File: config.mk
export PLATFORM = sky130hd
export DESIGN_NAME = ddo_mul
export DESIGN_NICKNAME = d
export VERILOG_FILES = /design/src/hw/rtl/assert_macros.svh /design/src/hw/rtl/ddo_mul.sv
export SDC_FILE = /design/constraint.sdc
export NUM_CORES = 2
export LEC_CHECK = 0
export BUFFER_PORTS_ARGS = -buffer_cell sky130_fd_sc_hd__buf_2
export CORE_MARGIN = 5
export CORE_UTILIZATION = 51
export CTS_BUF_LIST = sky130_fd_sc_hd__clkbuf_2 sky130_fd_sc_hd__clkbuf_4 sky130_fd_sc_hd__clkbuf_8
export CTS_CLUSTER_SIZE = 40
export DETAILED_ROUTE_END_ITERATION = 12
export HOLD_SLACK_MARGIN = 0.08
export PLACE_DENSITY = 0.76
export REMOVE_ABC_BUFFERS = 1
export SYNTH_ARGS = -nofsm -noshare
export SYNTH_HDL_FRONTEND = slang
export SYNTH_SLANG_ARGS = --single-unit
File: constraint.sdc
create_clock -name i_clk -period 20.4 [get_ports i_clk]
set_input_delay 2.04 -clock i_clk [delete_from_list [all_inputs] [get_ports i_clk]]
set_output_delay 2.04 -clock i_clk [all_outputs]
set_load 0.005 [all_outputs]
File: src/hw/rtl/assert_macros.svh
// Assertion macros used by the odometry core top level.
`ifndef ASSERT_MACROS_SVH
`define ASSERT_MACROS_SVH

// Same-cycle implication, checked outside reset.
`define ASSERT_IMPL(label, ante, cons) \
    label: assert property (@(posedge i_clk) disable iff (!i_rst_n) (ante) |-> (cons)) \
        else $error("assertion failed");

// Next-cycle implication, checked outside reset.
`define ASSERT_NEXT(label, ante, cons) \
    label: assert property (@(posedge i_clk) disable iff (!i_rst_n) (ante) |=> (cons)) \
        else $error("assertion failed");

`endif

File: src/hw/rtl/ddo_mul.sv
// Shared unsigned multiplier with registered product.
`timescale 1ns / 1ps
`default_nettype none

module ddo_mul (
    input  logic        i_clk,
    input  logic [33:0] i_a,
    input  logic [29:0] i_b,
    output logic [63:0] o_p
);
    logic [63:0] r_p;

    always_ff @(posedge i_clk) begin
        r_p <= 64'(i_a) * 64'(i_b);
    end

    assign o_p = r_p;
endmodule

`default_nettype wire

==> qor.yml <==
run_status:
  status: "completed"
logic_synthesis:
  yosysWarnings: 0
  synth_top_area_cell: "fa_1"
  postSynthAreaPerCell_um2: 9.09
  synth_flop_cell: "dfxtp_1"
  synth_cell_types: 66
  postSynthCellCount: 3787
  synthTopCellsByArea: "fa_1, inv_1, ha_1, and2_1, nand2_1"
  ys_seq_elements: 64
  yosysSeqAreaShare_pct: 3.72
  synth-edff-count: 0
  synth_area_um2: 34400
  synth-async-reset-ratio_pct: 0
  netlist.area_leader.share_pct: 51.9
clock_tree:
  htreeDepth: 3
  post-cts-setup-buffer-count: 0
  cts_hold_buf: 0
  cts_tree: "built"
  post_cts_resized: 0
  cts_buffer_depth: 2
  cts_made_buffers: 9
  clock_sinks: 64
  cts-root-buf: "clkbuf_8"
  clk_pin_slew_ps: 100
critical_path:
  cp.arrival_ps: 9930
  endpoint_kind: "register"
  worstSetupPathType: "in -> reg"
  cp-start-kind: "input pin"
  path_max_fanout: 30
  required_ps: 20730
drt:
  firstDrtPassIters: 6
  wire_per_inst_um: 20.1
  drcViolationCount: 0
  vias_per_cell: 5.48
  wl_um: 92300
  vias: 25200
  postRouteAntennaNets: 0
  drtIter0Drc: 1971
finish:
  drive_gt1_share_pct: 4.86
  final_cell_mix: "inv_1, fa_1, nand2_1, and2_1, ha_1"
  postLayoutCellArea_um2: 35600
  finalNetCount: 4929
  largest_reg_flops: 64
  fin_cells: 4600
  areaGrowthSynthToFinish_pct: 3.51
  final_common_cell: "inv_1"
global_route:
  grt_max_degree: 35
  grt_pass1_vias: 27900
  grt_pass1_wl_um: 151000
  grt_use_total_pct: 26.0
  grt-ovfl-total: 0
  antenna_found_initial: 8
placed_design:
  post-dp-hpwl_um: 73700
  placed_area_um2: 35400
  post-place-cells: 4582
  io_buffer_count: 128
  place.gp.congestion: 0.961
timing:
  finalHoldViolCount: 0
  fmax_mhz: 104
  tns_ps: 0
  setup_violations: 0
  rsz0062_at_grt: "false"
  final-max-slew-violation-count: 0
  fin_crit_sh_pct: 47.0
  slew_headroom_pct: 36.5
  period_needed_ps: 9600
  tightest_slew_ps: 952
floorplan:
  die_w_um: 270
  die_height_um: 270
  start_util_pct: 51.3
  core.rowCount: 95
  ios: 129
  core_area_um2: 67000
  dieArea_um2: 72800
worst_hold_path:
  hp-class: "in -> reg"
run:
  maxCapViolCount: 0
==> cells in the mapped netlist (all sizes together), types with 9 or more instances <==
library cell and count:
inv 915, fa 892, nand2 592, and2 487, ha 252, clkbuf 204
a21oi 73, dfxtp 64, o21ai 45, xnor2 38, nor2 32, a21o 26
xor2 25, nand4 19, nand3 11, o21a 10, buf 9, nor3 9
==> worst paths after layout <==
path,depth (start not counted),start,slack (ps),to
setup / recovery,23,i_a[16],10800,o_p[49]
hold / removal,3,i_a[0],2250,o_p[0]
==> cell families (layout without fill, tap and decap cells) <==
family	Yosys count	after routing	synth area share (%)
flops	64	64	3.72
other cells	0	2	0
xor+xnor	63	63	1.60
simple gates	1169	1169	16.7
fa+ha+maj	1144	1144	61.1
buf+inv	1128	1066	12.4
compound gates	219	219	4.46
==> cell type report <==
cell class | instances | area (µm²)
flip-flops and latches | 64 | 1280
repair buffers | 135 | 693
diodes | 2 | 5.00
clock buffers | 10 | 138
multi-input cells | 2595 | 28900
well taps | 873 | 1090
inverters | 915 | 3430
fillers | 6077 | 31400
clock inverters | 6 | 115
==> per-layer routing <==
| layer | share of wire, % | vias to the layer above | global-route usage, % |
|---|---|---|---|
| met5 | 0.047 | - | 0 |
| met4 | 2.9 | 6 | 7.05 |
| met3 | 9.7 | 216 | 5.97 |
| met2 | 47 | 1170 | 42.9 |
| met1 | 40 | 13100 | 35.0 |
| li1 | - | 10800 | - |
==> worst max-delay path, stage by stage <==
cell      delay (ps)
buf_2            610
nand2_1          180
fa_1             570
fa_1             590
fa_1             590
fa_1             450
fa_1             550
inv_1             50
fa_1             450
fa_1             500
inv_1             50
fa_1             470
inv_1             50
ha_1             440
nand2_1          170
nor3_1           260
inv_1             90
a211oi_1         420
a211oi_2         250
a31oi_1          420
nand3_1          220
o21ai_0          290
xnor2_1          170
==> stage by stage <==
stage	hold WS, ps	utilization (%)	worst slack, ps
floorplan	2160	-	11860
global placement	2420	52.7	10500
detailed placement	2420	52.7	10480
CTS	2220	53.1	10880
global route	2240	53.1	10470
finish	2250	53.1	10800
Power is left out: the tool's default activity adds up to more than one toggle a clock period on the data nets, which glitch-free logic cannot reach.
