<file path="config.mk">
export PLATFORM = sky130hd
export DESIGN_NAME = ddo_div
export DESIGN_NICKNAME = d
export VERILOG_FILES = /design/src/hw/rtl/assert_macros.svh /design/src/hw/rtl/ddo_pkg.sv /design/src/hw/rtl/ddo_div.sv
export SDC_FILE = /design/constraint.sdc
export NUM_CORES = 1
export LEC_CHECK = 0
export ABC_AREA = 1
export BUFFER_PORTS_ARGS = -buffer_cell sky130_fd_sc_hd__buf_2
export CORE_UTILIZATION = 53
export CTS_CLUSTER_DIAMETER = 150
export DETAILED_ROUTE_END_ITERATION = 12
export PLACE_DENSITY = 0.77
export SYNTH_ARGS = -nofsm -noshare
export SYNTH_HDL_FRONTEND = slang
export SYNTH_SLANG_ARGS = --single-unit
</file>
<file path="constraint.sdc">
create_clock -name i_clk -period 6.3 [get_ports i_clk]
set_input_delay 1.26 -clock i_clk [delete_from_list [all_inputs] [get_ports i_clk]]
set_output_delay 1.26 -clock i_clk [all_outputs]
set_load 0.005 [all_outputs]
</file>
<file path="src/hw/rtl/assert_macros.svh">
// Assertion macros used by the odometry core top level.
`ifndef ASSERT_MACROS_SVH
`define ASSERT_MACROS_SVH

// Same-cycle implication, checked outside reset.
`define ASSERT_IMPL(label, ante, cons) \
    label: assert property (@(posedge i_clk) disable iff (!i_rst_n) (ante) |-> (cons)) \
        else $error("assertion failed");

// Next-cycle implication, checked outside reset.
`define ASSERT_NEXT(label, ante, cons) \
    label: assert property (@(posedge i_clk) disable iff (!i_rst_n) (ante) |=> (cons)) \
        else $error("assertion failed");

`endif

</file>
<file path="src/hw/rtl/ddo_pkg.sv">
// Types, constants and helper functions of the odometry core.
`timescale 1ns / 1ps
`default_nettype none

package ddo_pkg;

    localparam logic [19:0] TPM_RST = 20'd4900;
    localparam logic [23:0] BW_RST  = 24'd500000;

    localparam int CFG_IDX_W  = 1;
    localparam int CFG_DATA_W = 24;
    localparam logic [CFG_IDX_W-1:0] REG_TPM = 1'b0;
    localparam logic [CFG_IDX_W-1:0] REG_BW  = 1'b1;

    localparam int CORDIC_STEPS_DEF = 24;
    localparam int CORDIC_W         = 50;

    // Q3.28 angle constants
    localparam logic [30:0] TWO_PI_Q  = 31'd1686629713;
    localparam logic [30:0] PI_Q      = 31'd843314857;
    localparam logic [30:0] HALF_PI_Q = 31'd421657428;
    localparam logic [35:0] TWO_PI_X2 = 36'd3373259426;

    localparam logic [29:0] KINV_Q30   = 30'd652032874;
    localparam logic [19:0] SCALE_1E6  = 20'd1000000;
    localparam logic [27:0] SCALE_5P12 = 28'd244140625;

    // divider geometry
    localparam int DIV_NUM_W = 89;
    localparam int DIV_DEN_W = 68;
    localparam int DIV_Q_W   = 48;
    localparam int DIV_LEN_W = 7;

    localparam logic [DIV_LEN_W-1:0] LEN_DIST = 7'd48;
    localparam logic [DIV_LEN_W-1:0] LEN_HEAD = 7'd81;
    localparam logic [DIV_LEN_W-1:0] LEN_LIN  = 7'd68;
    localparam logic [DIV_LEN_W-1:0] LEN_ANG  = 7'd89;

    typedef enum logic [1:0] {
        DIV_PLAIN,
        DIV_CAP,
        DIV_MOD
    } t_div_mode;

    typedef struct packed {
        logic                 start;
        t_div_mode            mode;
        logic [DIV_LEN_W-1:0] len;
    } t_div_req;

    typedef struct packed {
        logic done;
        logic ovf;
    } t_div_sts;

    // atan(2^-i) in Q3.28
    function automatic logic [27:0] atan_q28(input logic [4:0] i);
        logic [27:0] v;
        case (i)
            5'd0:  v = 28'd210828714;
            5'd1:  v = 28'd124459457;
            5'd2:  v = 28'd65760959;
            5'd3:  v = 28'd33381290;
            5'd4:  v = 28'd16755422;
            5'd5:  v = 28'd8385879;
            5'd6:  v = 28'd4193963;
            5'd7:  v = 28'd2097109;
            5'd8:  v = 28'd1048571;
            5'd9:  v = 28'd524287;
            5'd10: v = 28'd262144;
            5'd11: v = 28'd131072;
            5'd12: v = 28'd65536;
            5'd13: v = 28'd32768;
            5'd14: v = 28'd16384;
            5'd15: v = 28'd8192;
            5'd16: v = 28'd4096;
            5'd17: v = 28'd2048;
            5'd18: v = 28'd1024;
            5'd19: v = 28'd512;
            5'd20: v = 28'd256;
            5'd21: v = 28'd128;
            5'd22: v = 28'd64;
            5'd23: v = 28'd32;
            5'd24: v = 28'd16;
            5'd25: v = 28'd8;
            5'd26: v = 28'd4;
            5'd27: v = 28'd2;
            5'd28: v = 28'd1;
            default: v = 28'd0;
        endcase
        return v;
    endfunction

    // reduce an angle in [-4pi, 4pi) to [-pi, pi)
    function automatic logic signed [30:0] wrap_angle(input logic signed [33:0] a);
        logic [35:0] b;
        b = {{2{a[33]}}, a} + TWO_PI_X2;
        if (b >= TWO_PI_X2) b = b - TWO_PI_X2;
        if (b >= 36'(TWO_PI_Q)) b = b - 36'(TWO_PI_Q);
        if (b >= 36'(PI_Q)) b = b - 36'(TWO_PI_Q);
        return b[30:0];
    endfunction

    function automatic logic [47:0] sat48(input logic signed [50:0] v);
        logic [47:0] r;
        if (v > 51'sh0_7FFF_FFFF_FFFF) r = 48'h7FFF_FFFF_FFFF;
        else if (v < -51'sh0_8000_0000_0000) r = 48'h8000_0000_0000;
        else r = v[47:0];
        return r;
    endfunction

    // quotient clipped to 2^31
    function automatic logic [31:0] vel_cap(input logic [47:0] q, input logic ovf);
        logic [31:0] r;
        if (ovf || q > 48'h0000_8000_0000) r = 32'h8000_0000;
        else r = q[31:0];
        return r;
    endfunction

    function automatic logic [31:0] sat_vel(input logic neg, input logic [31:0] m);
        logic [31:0] r;
        if (neg) r = ~m + 32'd1;
        else if (m >= 32'h7FFF_FFFF) r = 32'h7FFF_FFFF;
        else r = m;
        return r;
    endfunction

endpackage

`default_nettype wire

</file>
<file path="src/hw/rtl/ddo_div.sv">
// Radix-2 restoring divider, one quotient bit per cycle, with a modular mode and an overflow flag.
`timescale 1ns / 1ps
`default_nettype none

module ddo_div (
    input  logic                             i_clk,
    input  logic                             i_rst_n,
    input  ddo_pkg::t_div_req                i_req,
    input  logic [ddo_pkg::DIV_NUM_W-1:0]    i_num,
    input  logic [ddo_pkg::DIV_DEN_W-1:0]    i_den,
    output ddo_pkg::t_div_sts                o_sts,
    output logic [ddo_pkg::DIV_Q_W-1:0]      o_quo
);
    import ddo_pkg::*;

    logic                 r_busy;
    logic                 r_done;
    logic                 r_ovf;
    t_div_mode            r_mode;
    logic [DIV_LEN_W-1:0] r_cnt;
    logic [DIV_NUM_W-1:0] r_num;
    logic [DIV_DEN_W-1:0] r_den;
    logic [DIV_DEN_W-1:0] r_rem;
    logic [DIV_Q_W-1:0]   r_q;

    logic [DIV_DEN_W:0]   rem2;
    logic [DIV_DEN_W:0]   diff;
    logic                 ge;
    logic [DIV_DEN_W-1:0] rem_n;
    logic [31:0]          mq2;
    logic [31:0]          mq_n;
    logic [DIV_Q_W-1:0]   q_n;
    logic                 ovf_n;

    always_comb begin
        rem2  = {r_rem, r_num[DIV_NUM_W-1]};
        diff  = rem2 - {1'b0, r_den};
        ge    = rem2 >= {1'b0, r_den};
        rem_n = ge ? diff[DIV_DEN_W-1:0] : rem2[DIV_DEN_W-1:0];
        // quotient kept modulo 2*pi: 2q+b stays below twice the modulus
        mq2   = {r_q[30:0], ge};
        mq_n  = (mq2 >= {1'b0, TWO_PI_Q}) ? mq2 - {1'b0, TWO_PI_Q} : mq2;
        if (r_mode == DIV_MOD) begin
            q_n   = DIV_Q_W'(mq_n);
            ovf_n = r_ovf;
        end else begin
            q_n   = {r_q[DIV_Q_W-2:0], ge};
            ovf_n = r_ovf | r_q[DIV_Q_W-1];
        end
    end

    always_ff @(posedge i_clk) begin
        if (!i_rst_n) begin
            r_busy <= 1'b0;
            r_done <= 1'b0;
        end else begin
            r_done <= !i_req.start && r_busy && (r_cnt == DIV_LEN_W'(1));
            if (i_req.start) begin
                r_busy <= 1'b1;
                r_num  <= i_num;
                r_den  <= i_den;
                r_rem  <= '0;
                r_q    <= '0;
                r_ovf  <= 1'b0;
                r_mode <= i_req.mode;
                r_cnt  <= i_req.len;
            end else if (r_busy) begin
                r_num <= {r_num[DIV_NUM_W-2:0], 1'b0};
                r_rem <= rem_n;
                r_q   <= q_n;
                r_ovf <= ovf_n;
                r_cnt <= r_cnt - DIV_LEN_W'(1);
                if (r_cnt == DIV_LEN_W'(1)) begin
                    r_busy <= 1'b0;
                end
            end
        end
    end

    assign o_sts.done = r_done;
    assign o_sts.ovf  = r_ovf;
    assign o_quo      = r_q;
endmodule

`default_nettype wire

</file>
==> reports/qor.csv <==
metric,value,unit
cts.clk_slew.worst_paths,60,ps
hold_path.class,flip-flop to flip-flop,
fin_cells,2717,
grt_pass1_vias,14000,
peakVddDrop,0.000231,V
cts_max_path_buffers,3,
ctsHoldBuffers,0,
cp_max_fo,73,
overflow,0,
cts.repair.resized,0,
clock_skew,12.0,ps
utilization,0.616,
endpoint,o_quo[7],
wl_per_cell,15.8,µm
htree_levels,1,
netlist_area,0.0173,mm²
cts_setup_buffers,0,
syn2layout_area_growth,13.4,%
max_cap_violations,0,
clock_latency,570,ps
synth_ff_type,edfxtp_1,
fin_crit,4550,ps
p_switching,1.82,mW
reg2reg_to,o_quo[7],
core_area,0.0318,mm²
avgSynthCellArea,8.39,µm²
firstDrtPassIters,5,
worstSetupStartpoint,r_rem[15],
start_util,0.543,
finalCritPeriodShare,0.723,
cts_tree,built,
multi_input_area,0.00754,mm²
hpwl,31800,µm
ys_seq_area_frac,0.494,
clockRootBuffer,clkbuf_16,
synth_fp_nets,2300,
startpoint_type,flip-flop,
placed_area,0.0187,mm²
hold_viol_final,0,
ys_types,56,
relSlewSlack,0.258,
end_kind,flip-flop,
n_fill_cell,2817,
setup_tns,0,ps
dp.cells,2664,
pwr-share-clk,0.291,
fp-row-count,65,
ff_latch_area,0.00854,mm²
gp_congestion,0.966,
dieArea,0.0333,mm²
grt_max_degree,112,
ios,219,
synth_cells,2058,
portBuffers,218,
cp.required,6620,ps
drive_gt1_frac,0.143,
nNetsFinal,2503,
intPower,3.77,mW
grt_usage,0.258,
reg2reg_depth,23,
mostFrequentLayoutCell,nand2_1,
die_h,183,µm
comb_power_share,0.275,
routed_via_density,5.39,
fin_area,0.0196,mm²
vias,14600,
setup.worst_path.class,flip-flop to flip-flop,
synth_top_area_cell,edfxtp_1,
drt-total-wl,43000,µm
synth_edf_count,283,
p_leak,8.66,nW
p_seq_frac,0.434,
cts_sinks,285,
status,"finished, final reports clean",
worst_pin_slew,1110,ps
cts_buffers,30,
antenna_found_initial,4,
yosysTopAreaCellShare,0.492,
yosys-top-cells-area,"edfxtp_1 (49%), nand2_1 (13%), a21oi_1 (5.2%)",
drc_errors,0,
hold_depth,2,
p_sw_frac,0.326,
rsz0062_at_grt,false,
final_cell_mix,"nand2_1 (577), edfxtp_1 (283), inv_1 (238), buf_2 (217), nor2_1 (202)",
die_x,183,µm
finalSetupViolations,0,
rr_startpoint,r_rem[15],
drt-initial-drc-count,1302,
r2r_slack,1750,ps
yosys_warnings,0,
grt_pass1_wl,69700,µm
ant_nets,0,
p_total,5.60,mW
max_freq,0.220,GHz
finalMaxSlewViolations,0,
p_per_area,286,mW/mm²
ys_seq_elements,285,
synth-async-reset-ratio,0,
critPathArrivalTime,4870,ps
[critical path, cell delays in order (launching register included)]
cell and delay [ps]:
edfxtp_1 400, ha_1 420, nand2_2 120, nor2_2 170, nand2_1 90, nor2_1 120
nand2_1 80, nand3_2 150, nand2_2 80, nand2_4 110, nand2_4 80, nand2_4 500
inv_2 160, ha_1 260, nand2_1 140, a21oi_1 90, o21ai_1 170, a21oi_1 100
o41ai_2 80, nand2_4 220, inv_4 280, nand3_1 160, o21ai_0 230, a21oi_1 70
[worst min-delay path by stage]
| stage | startpoint | to | slack (ps) |
|---|---|---|---|
| after CTS | r_num[29] | r_num[30] | 510 |
| after detailed placement | r_num[67] | r_num[68] | 500 |
| after floorplan | r_busy | r_done | 470 |
| after global routing | r_num[67] | r_num[68] | 520 |
| after global placement | r_num[77] | r_num[78] | 490 |
| final | r_num[43] | r_num[44] | 510 |
[cell type report]
type,instances,area share
antenna,3,0.000383
clock inverter,10,0.00447
multi-input combinational,1472,0.385
clock buffer,40,0.0402
tap,435,0.0278
inverter,248,0.0478
sequential,285,0.436
timing repair buffer,224,0.0587
[cell families after synthesis]
family	after synthesis	share of synthesized area
simple gates	943	0.226
compound gates	397	0.127
buf+inv	301	0.0700
flops	285	0.494
fa+ha+maj	73	0.0533
xor+xnor	59	0.0299
[synthesized netlist by cell type (3+ instances only)]
| cell | n |
|---|---|
| nand3_1 | 70 |
| xnor2_1 | 36 |
| ha_1 | 72 |
| o21ai_0 | 131 |
| nand2_4 | 4 |
| a21oi_1 | 180 |
| o21a_1 | 4 |
| buf_1 | 9 |
| nor3_1 | 24 |
| inv_1 | 240 |
| edfxtp_1 | 283 |
| a21boi_1 | 3 |
| buf_6 | 5 |
| nor3_2 | 4 |
| nor2_1 | 202 |
| a31oi_1 | 22 |
| or2_2 | 5 |
| nand2_1 | 578 |
| nand4_1 | 13 |
| nand2_2 | 10 |
| o21ai_1 | 13 |
| nor4_1 | 7 |
| clkbuf_1 | 23 |
| inv_2 | 7 |
| and3_1 | 3 |
| nor2_2 | 15 |
| buf_2 | 7 |
| xor2_1 | 23 |
| a21o_1 | 8 |
| buf_4 | 8 |
| o211ai_1 | 3 |
| o21bai_1 | 15 |
[sequential cells by signal, indices dropped and copies added (netlist names)]
name    flops
o_quo      48
r_busy      1
r_num      89
r_mode      2
r_done      1
r_den      68
r_cnt       7
r_rem      68
r_ovf       1
[metrics by stage]
| stage | hold WS, ps | setup slack [ps] |
|---|---|---|
| after detailed placement | 499 | 1800 |
| after global routing | 525 | 1380 |
| final | 511 | 1750 |
| after floorplan | 471 | 1600 |
| after global placement | 492 | 1940 |
| after CTS | 513 | 1780 |
[power by group through the flow]
stage	clock network, mW	logic (mW)	registers [mW]
floorplan	0	1.11	2.45
global placement	0	1.49	2.45
detailed placement	0	1.51	2.46
CTS	1.66	1.52	2.43
global route	1.72	1.71	2.45
finish	1.63	1.54	2.43
[per-layer routing]
| layer | global-route usage | vias to the layer above | part of all wire |
|---|---|---|---|
| met5 | 0 | - | 0.00028 |
| met2 | 0.420 | 484 | 0.46 |
| met3 | 0.0355 | 65 | 0.063 |
| li1 | - | 7306 | - |
| met1 | 0.363 | 6775 | 0.46 |
| met4 | 0.0659 | 2 | 0.023 |
No activity file was read; power rests on OpenSTA's default activity.
